[src/assert_macros.svh]
// ----------------------------------------------------------------------------
// Assertion macros used by the load table RTL
// ----------------------------------------------------------------------------
`ifndef ASSERT_MACROS_SVH
`define ASSERT_MACROS_SVH

// Clocked check, disabled while reset is asserted (active low)
`define LTNU_ASSERT(lbl, clk, rst_n, prop, msg) \
    lbl: assert property (@(posedge clk) disable iff (!(rst_n)) prop) \
        else $error(msg);

// Clocked check that also holds during reset
`define LTNU_ASSERT_ALWAYS(lbl, clk, prop, msg) \
    lbl: assert property (@(posedge clk) prop) else $error(msg);

`endif

[src/ltnu_pkg.sv]
// ----------------------------------------------------------------------------
// ltnu_pkg
// Shared constants, types and codes of the load table with min/max query.
// ----------------------------------------------------------------------------
package ltnu_pkg;

    localparam int ENTRIES   = 64;
    localparam int ID_BITS   = 16;
    localparam int LOAD_W    = 32;
    localparam int STAMP_W   = 48;
    localparam int ADDR_W    = $clog2(ENTRIES);
    localparam int CNT_W     = $clog2(ENTRIES + 1);

    localparam logic [CNT_W-1:0] FULL_CNT = CNT_W'(ENTRIES);

    typedef enum logic [1:0] {
        ST_KEPT     = 2'd0,
        ST_REPLACED = 2'd1,
        ST_INSERTED = 2'd2,
        ST_DROPPED  = 2'd3
    } t_status;

    // controller -> datapath
    typedef struct packed {
        logic              start;
        logic              rd;
        logic [ADDR_W-1:0] rd_slot;
        logic              commit;
    } t_cmd;

    // datapath -> controller
    typedef struct packed {
        logic [CNT_W-1:0] filled;
        logic             out_free;
    } t_sts;

endpackage

[src/ltnu_ctrl.sv]
// ----------------------------------------------------------------------------
// ltnu_ctrl
// Sequencer: accepts an item, walks the valid slots, then commits the result.
// ----------------------------------------------------------------------------
module ltnu_ctrl (
    input  logic          i_clk,
    input  logic          i_rst_n,
    input  logic          i_valid,
    output logic          o_ready,
    input  ltnu_pkg::t_sts i_sts,
    output ltnu_pkg::t_cmd o_cmd
);

    typedef enum logic [1:0] {
        S_IDLE,
        S_SCAN,
        S_DRAIN,
        S_COMMIT
    } t_state;

    t_state                       r_state;
    t_state                       n_state;
    logic [ltnu_pkg::CNT_W-1:0]   r_addr;
    logic [ltnu_pkg::CNT_W-1:0]   n_addr;
    logic                         scan_end;

    assign o_ready  = (r_state == S_IDLE);
    assign scan_end = (r_addr == i_sts.filled);

    always_comb begin
        o_cmd.start   = i_valid && o_ready;
        o_cmd.rd      = (r_state == S_SCAN) && !scan_end;
        o_cmd.rd_slot = r_addr[ltnu_pkg::ADDR_W-1:0];
        o_cmd.commit  = (r_state == S_COMMIT) && i_sts.out_free;
    end

    always_comb begin
        n_state = r_state;
        n_addr  = r_addr;
        unique case (r_state)
            S_IDLE: begin
                if (o_cmd.start) begin
                    n_state = S_SCAN;
                    n_addr  = '0;
                end
            end
            S_SCAN: begin
                if (scan_end) begin
                    n_state = S_DRAIN;
                end else begin
                    n_addr = r_addr + 1'b1;
                end
            end
            S_DRAIN: begin
                n_state = S_COMMIT;
            end
            S_COMMIT: begin
                if (o_cmd.commit) begin
                    n_state = S_IDLE;
                end
            end
            default: begin
                n_state = S_IDLE;
            end
        endcase
    end

    always_ff @(posedge i_clk) begin
        if (!i_rst_n) begin
            r_state <= S_IDLE;
            r_addr  <= '0;
        end else begin
            r_state <= n_state;
            r_addr  <= n_addr;
        end
    end

endmodule

[config.mk]
export PLATFORM = sky130hd
export DESIGN_NAME = ltnu_ctrl
export DESIGN_NICKNAME = d
export VERILOG_FILES = /design/src/assert_macros.svh /design/src/ltnu_pkg.sv /design/src/ltnu_ctrl.sv
export SDC_FILE = /design/constraint.sdc
export NUM_CORES = 1
export LEC_CHECK = 0
export ABC_AREA = 0
export ABC_CLOCK_PERIOD_IN_PS = 2000
export BUFFER_PORTS_ARGS = -buffer_cell sky130_fd_sc_hd__buf_2
export CAP_MARGIN = 10
export CORE_MARGIN = 2
export CORE_UTILIZATION = 49
export CTS_CLUSTER_DIAMETER = 150
export DETAILED_ROUTE_END_ITERATION = 10
export GPL_ROUTABILITY_DRIVEN = 0
export GPL_TIMING_DRIVEN = 0
export PLACE_DENSITY = 0.76
export SLEW_MARGIN = 10
export SYNTH_ARGS = -nofsm -noshare
export SYNTH_HDL_FRONTEND = slang
export SYNTH_SLANG_ARGS = --single-unit
[constraint.sdc]
create_clock -name i_clk -period 2 [get_ports i_clk]
set_clock_uncertainty 0.1 [all_clocks]
set_input_delay 0.3 -clock i_clk [delete_from_list [all_inputs] [get_ports i_clk]]
set_output_delay 0.3 -clock i_clk [all_outputs]
set_load 0.01 [all_outputs]
# Word-level counts from Yosys, hierarchy flattened
# Index checks and enable logic that the tools add are counted.
# totals
ff_bits	9
latch_bits	0
mem_bits_rw	0
rom_bits	0
out_inout_bits	10
elab_cells	26
n_memories	0
# classes
addsub	1
n_mul	0
div	0
magnitude_cmp	0
n_eq_ne	8
shifts	0
n_mux	7
n_bitwise	0
reduce_logical	8
# ops
operator	n
$mux 7	2
$pmux 7 s2	1
$pmux 2 s4	1
$add 7x1->7 const B	1
$eq 7x7->1	1
$mux 2	3
$ne 2x2->1 const B	3
$reduce_and 3->1	2
$eq 2x2->1 const B	2
$logic_and 1x1->1	3
$eq 2x1->1 const B	1
$logic_not 2->1	1
$ne 2x1->1 const B	1
$reduce_bool 2->1	1
$logic_not 1->1	1

# Logic depth before layout (Yosys ltp)
# Gate-level depths: netlist of the first run.
# depth
ltp_word	4
mapped_depth	7
ltp_nobuf	7

# Worst setup path after synthesis of the first run
# Ideal clock, no wire load.
# synth_timing
kind	reg-to-reg
startpoint	register r_state[0]
endpoint	register r_addr[5] (netlist name)
setup_time_ns	0.074
t_arrival_ns	1.677
setup_slack_ns	0.149
path_stages_with_launch	8
synth_period_minus_slack_ns	1.851
path_cell_list	dfxtp_1 inv_1 ha_1 and2_1 a21o_1 nand2_1 or4_1 a31oi_1
# synth_rtl
element	line_no	text
start, declared	ltnu_ctrl.sv:21	t_state r_state;
start signal, assigned	ltnu_ctrl.sv:73	r_state <= n_state;
end signal, assigned	ltnu_ctrl.sv:74	r_addr <= n_addr;
end, declared	ltnu_ctrl.sv:23	logic [ltnu_pkg::CNT_W-1:0] r_addr;

==> flow_metrics.env, run 1 <==
export IMPL_dieArea_sq_um=1800
export IMPL_synth_area_sq_um=722
export IMPL_route_detailed_wl_per_inst_microns=12.7
export IMPL_core_area_sq_um=1330
export IMPL_relSlewSlack=0.623
export IMPL_setup_tns_ns=0
export IMPL_finalNetCount=139
export IMPL_setup_viol=0
export IMPL_path_clk_slew_ns=0.07
export IMPL_clock_power_share=0.207
export IMPL_swShare=0.427
export IMPL_seqCellArea_sq_um=190
export IMPL_start_util=0.541
export IMPL_reg2reg_depth=7
export IMPL_via_per_inst=5.63
export IMPL_pwr_share_comb=0.479
export IMPL_drc=0
export IMPL_synth_ff_latch_count=9
export IMPL_pwr_share_seq=0.314
export IMPL_post_dp_cell_area_sq_um=841
export IMPL_synthTopCellsByArea="dfxtp_1, ha_1, xor2_1"
export IMPL_hpwl_mm=1.23
export IMPL_die_y_microns=42.4
export IMPL_drt_pass1_iter_count=4
export IMPL_fmax_ghz=0.518
export IMPL_cts_num_sinks=9
export IMPL_synth_top_area_frac=0.250
export IMPL_grt_ovfl_total=0
export IMPL_ant_nets=0
export IMPL_power_density_nw_per_um2=792
export IMPL_clock_path_buffers=2
export IMPL_multi_input_area_sq_um=475
export IMPL_synth_distinct_cells=29
export IMPL_cts_tree="done"
export IMPL_synth_top_family_by_area="simple AND/OR/NAND/NOR gates"
export IMPL_antenna_found_initial=0
export IMPL_worst_pin_slew_ns=0.566
export IMPL_maxSlewViolCount=0
export IMPL_h_tree_depth=1
export IMPL_synth_adder_area_share=0.104
export IMPL_synth_compound_area_frac=0.154
export IMPL_cts_buffers=3
export IMPL_grt_pass1_wl_mm=2.64
export IMPL_finalHoldViolCount=0
export IMPL_worstHoldStart="i_rst_n"
export IMPL_syn_to_final_growth_pct=30.2
export IMPL_hold_path_class="in -> reg"
export IMPL_worstSkewPairLatency_ns=0.27
export IMPL_regToRegSetupSlack_ns=0.13
export IMPL_stdcell_area_sq_um=940
export IMPL_final_layout_size_suffix_gt1_frac=0.397
export IMPL_r2r_start="r_state[1]$_SDFFE_PN0P_"
export IMPL_drt_iter0_drc=20
export IMPL_p_sw_uw=318
export IMPL_startpoint_type="flip-flop"
export IMPL_intPower_uw=426
export IMPL_synth_simple_gate_area_share=0.248
export IMPL_fill_cells=118
export IMPL_die_w_microns=42.4
export IMPL_grt_max_degree=14
export IMPL_ys_seq_area_frac=0.250
export IMPL_crit_type="reg -> out"
export IMPL_min_period_over_period=0.965
export IMPL_grt_pass1_vias=652
export IMPL_grtUsageTotal=0.192
export IMPL_leakage_nw=0.456
export IMPL_routed_wl_mm=1.73
export IMPL_holdPathEnd="r_state[1]$_SDFFE_PN0P_"
export IMPL_root_buffer="clkbuf_4"
export IMPL_vdd_ir_drop_max_uv=642
export IMPL_via_count=765
export IMPL_rsz0062_at_grt="true"
export IMPL_diodes=0
export IMPL_synth_cells=91
export IMPL_crit_fanout=7
export IMPL_end_kind="output pin"
export IMPL_yosysWarningCount=0
export IMPL_syn_mean_instance_area_sq_um=7.93
export IMPL_worstPathArrival_ns=1.53
export IMPL_port_buffers=20
export IMPL_synth_nets=108
export IMPL_cp_required_ns=1.60
export IMPL_io_pins=21
export IMPL_num_rows=13
export IMPL_maxCapViolations=0
export IMPL_fin_crit_ns=1.93
export IMPL_holdPathStages=3
export IMPL_synth_xor_area_frac=0.0849
export IMPL_muxShareOfSynthArea=0.0277
export IMPL_whs_ns=0.238
export IMPL_status="finished, final reports clean"
export IMPL_synth_largest_area_cell="dfxtp_1"
export IMPL_r2r_end="r_addr[3]$_SDFFE_PN0P_"
==> layer usage <==
metal	vias to the layer above	routed length [microns]	global-route usage
li1	385	-	-
met5	-	0	0
met2	31	844	0.332
met3	4	78	0.0259
met1	345	779	0.230
met4	0	31	0.0938
==> layout by cell type (no fill, tap or decap), drive strengths merged <==
cell type	synthesis	final
o22ai	1	1
nor4	1	1
and3	1	1
nand3	7	7
or4	5	5
a21o	1	1
ha	6	6
a21oi	3	3
inv	8	8
o21ai	1	1
or3	1	1
and2	3	4
nor3	1	1
clkbuf	2	5
nor2	1	1
mux2i	2	2
o211ai	3	3
buf	7	33
nand4	1	1
dfxtp	9	9
a311oi	1	1
nand2	11	11
and4	1	1
o2111ai	1	1
a31oi	6	6
xor2	7	7
==> power by group through the flow <==
stage                     combinational (mW)  clock (mW)  sequential (mW)
final                                  0.356       0.154            0.234
after global routing                   0.407       0.165            0.238
after CTS                              0.333       0.157            0.235
after detailed placement               0.328           0            0.236
after global placement                 0.321           0            0.235
after floorplan                        0.240           0            0.228
==> worst max-delay path by stage <==
| stage | end | slack (ns) | startpoint |
|---|---|---|---|
| CTS | o_cmd[7] | 0.01 | r_addr[0]$_SDFFE_PN0P_ |
| global route | o_cmd[7] | -0.04 | r_addr[2]$_SDFFE_PN0P_ |
| global placement | r_addr[5]$_SDFFE_PN0P_ | 0.13 | r_state[0]$_SDFFE_PN0P_ |
| detailed placement | r_addr[5]$_SDFFE_PN0P_ | 0.12 | r_state[0]$_SDFFE_PN0P_ |
| floorplan | r_addr[5]$_SDFFE_PN0P_ | 0.15 | r_state[0]$_SDFFE_PN0P_ |
| finish | o_cmd[7] | 0.07 | r_addr[4]$_SDFFE_PN0P_ |
==> synth_stat cells (all sizes together) <==
cell type and n:
o2111ai 1, o22ai 1, clkbuf 2, and4 1
nand4 1, dfxtp 9, nand3 7, a21oi 3
or3 1, nand2 11, nor3 1, o21ai 1
inv 8, or4 5, o211ai 3, mux2i 2
nor2 1, a21o 1, nor4 1, xor2 7
a311oi 1, and3 1, and2 3, buf 7
ha 6, a31oi 6
==> worst max-delay path, stage by stage, from the launching register on <==
cell and delay (ns):
dfxtp_2 0.36, xor2_1 0.18, nor4_2 0.32, and2_4 0.23, nor2_1 0.04, buf_2 0.13
==> logic make-up after synthesis <==
group,Yosys count
AOI/OAI and AO/OA,17
and+or+nand+nor,33
DFF,9
muxes,2
buffers and inverters,17
adders and majority gates,6
xor gates and xnor gates,7
==> cell type report <==
class,instances,area share
clock buffers,4,0.0280
repair buffers,26,0.154
inverters,8,0.0320
well taps,15,0.0200
multi-input cells,66,0.506
plain buffers,8,0.0573
flip-flops and latches,9,0.202
==> per-stage QoR <==
step	power (mW)	worst slack (ns)	util	instances
floorplan	0.468	0.149	-	91
global placement	0.556	0.132	0.630	126
detailed placement	0.564	0.121	0.630	126
CTS	0.724	0.0133	0.655	129
global route	0.810	-0.0445	0.705	136
finish	0.744	0.0699	0.705	136
==> registers in the layout (all words and copies together), names as in the netlist <==
name	cells
r_addr	7
r_state	2
==> what timing repair did <==
| action | 4_1_cts | 5_1_grt |
|---|---|---|
| setup endpoints to repair | 1 | 4 |
| hold buffers | 0 | 0 |
| resized for setup | 6 | 6 |
| pin swaps | 2 | 4 |
| buffers inserted | 0 | 6 |
| cloned | 0 | 1 |
(Power assumes the default switching activity.)
==> inputs of run 2 (changes only) <==
- CORE_ASPECT_RATIO: unset -> 0.9
- RECOVER_POWER: unset -> 25
==> run 2 against run 1 <==
Flip-flop and latch count stayed put. Power shrank 1.1%. Highest routed layer unchanged. Clock power is 3% lower. Largest power group unchanged. Utilization shrank 4.6 points. Hold slack got worse by 0.0054 ns. Wire length down 2.9%. Sequential share of layout area grew 0.30 points. Non-clock buffer count did not move. Sequential power is essentially flat. Critical path type unchanged. Global-route usage down 0.13 points. Largest cell class unchanged. Via count decreased by 0.92%. Critical path depth up 1.
==> flow_metrics.env, run 2 (synthesized netlist as in run 1, its figures left out) <==
export IMPL_stdcell_area_sq_um=932
export IMPL_ant_nets=0
export IMPL_cts_buffers=3
export IMPL_final_layout_size_suffix_gt1_frac=0.400
export IMPL_via_per_inst=5.61
export IMPL_finalHoldViolCount=0
export IMPL_worstSkewPairLatency_ns=0.26
export IMPL_min_period_over_period=0.971
export IMPL_multi_input_area_sq_um=460
export IMPL_power_density_nw_per_um2=790
export IMPL_drt_pass1_iter_count=4
export IMPL_cp_required_ns=1.60
export IMPL_drt_iter0_drc=25
export IMPL_crit_fanout=4
export IMPL_end_kind="output pin"
export IMPL_setup_tns_ns=0
export IMPL_diodes=0
export IMPL_drc=0
export IMPL_io_pins=21
export IMPL_hold_path_class="in -> reg"
export IMPL_num_rows=13
export IMPL_route_detailed_wl_per_inst_microns=12.5
export IMPL_dieArea_sq_um=1800
export IMPL_maxSlewViolCount=0
export IMPL_cts_num_sinks=9
export IMPL_root_buffer="clkbuf_4"
export IMPL_largest_register="r_addr"
export IMPL_via_count=758
export IMPL_relSlewSlack=0.635
export IMPL_fmax_ghz=0.515
export IMPL_worst_pin_slew_ns=0.548
export IMPL_clock_path_buffers=2
export IMPL_hpwl_mm=1.21
export IMPL_setup_viol=0
export IMPL_routed_wl_mm=1.68
export IMPL_leakage_nw=0.453
export IMPL_h_tree_depth=1
export IMPL_antenna_found_initial=0
export IMPL_finalNetCount=138
export IMPL_worstPathArrival_ns=1.54
export IMPL_status="finished, final reports clean"
export IMPL_core_area_sq_um=1420
export IMPL_fill_cells=134
export IMPL_crit_type="reg -> out"
export IMPL_largest_reg_flops=7
export IMPL_reg_top3="r_addr x7, r_state x2"
export IMPL_start_util=0.510
export IMPL_seqCellArea_sq_um=191
export IMPL_grtUsageTotal=0.191
export IMPL_grt_ovfl_total=0
export IMPL_die_w_microns=44.5
export IMPL_path_clk_slew_ns=0.07
export IMPL_maxCapViolations=0
export IMPL_mostFrequentLayoutCell="buf_2"
export IMPL_port_buffers=20
export IMPL_syn_to_final_growth_pct=29.1
export IMPL_grt_pass1_wl_mm=2.48
export IMPL_cts_tree="done"
export IMPL_fin_crit_ns=1.94
export IMPL_rsz0062_at_grt="true"
export IMPL_grt_max_degree=11
export IMPL_final_cell_mix="buf_2, buf_4, nand2_1"
export IMPL_grt_pass1_vias=606
export IMPL_startpoint_type="flip-flop"
export IMPL_vdd_ir_drop_max_uv=527
export IMPL_post_dp_cell_area_sq_um=841
export IMPL_die_y_microns=40.4
## run 2: cell count changes in the layout (fill, tap and decap cells not counted), sizes merged
cell and delta:
and2 -1
## run 2: routing by layer
metal	vias up	track usage	routed length [microns]	part of all wire
met1	332	0.238	742	0.44
met5	-	0	0	0
met3	8	0.0495	122	0.073
met4	0	0.0758	36	0.021
li1	383	-	-	-
met2	35	0.315	782	0.46
## run 2: layout make-up
type / count / area share
Multi-Input combinational cell: 65 / 0.494
Clock buffer: 4 / 0.0282
Sequential cell: 9 / 0.205
Tap cell: 15 / 0.0201
Inverter: 8 / 0.0322
Timing Repair Buffer: 26 / 0.156
Buffer: 8 / 0.0644
## run 2: path summary, 6_finish.rpt
path,from,to,slack [ns],depth (start not counted)
worst max-delay path,r_addr[6]$_SDFFE_PN0P_,o_cmd[7],0.06,6
worst min-delay path,i_rst_n,r_state[1]$_SDFFE_PN0P_,0.23,3
worst max register to register,r_addr[1]$_SDFFE_PN0P_,r_addr[2]$_SDFFE_PN0P_,0.08,7
worst min register to register,r_state[1]$_SDFFE_PN0P_,r_state[1]$_SDFFE_PN0P_,0.41,2
## run 2: repair_timing
action / CTS / global route
gates resized for setup: 4 / 8
setup endpoints to repair: 1 / 4
hold buffers: 0 / 0
setup buffers: 2 / 4
hold endpoints to repair: 0 / 0
pin swaps: 3 / 3
## run 2: critical path: stages (launching register included)
cell and delay, ns:
dfxtp_4 0.35, xor2_1 0.17, nor4_2 0.31, and2_4 0.20, buf_6 0.10, nor2_1 0.03
buf_2 0.13
## run 2: metrics by stage
stage / util / setup slack, ns / power (mW) / hold slack [ns] / cells
floorplan: - / 0.149 / 0.468 / 0.346 / 91
global placement: 0.594 / 0.150 / 0.559 / 0.387 / 126
detailed placement: 0.594 / 0.112 / 0.566 / 0.392 / 126
CTS: 0.633 / 0.00124 / 0.716 / 0.238 / 132
global route: 0.659 / -0.00931 / 0.801 / 0.247 / 135
finish: 0.659 / 0.0578 / 0.736 / 0.233 / 135
## run 2: where the power goes
group	leakage (nW)	internal [mW]	switching, mW
Combinational	0.362	0.147	0.207
Clock	0.0150	0.0771	0.0720
Sequential	0.0761	0.201	0.0320
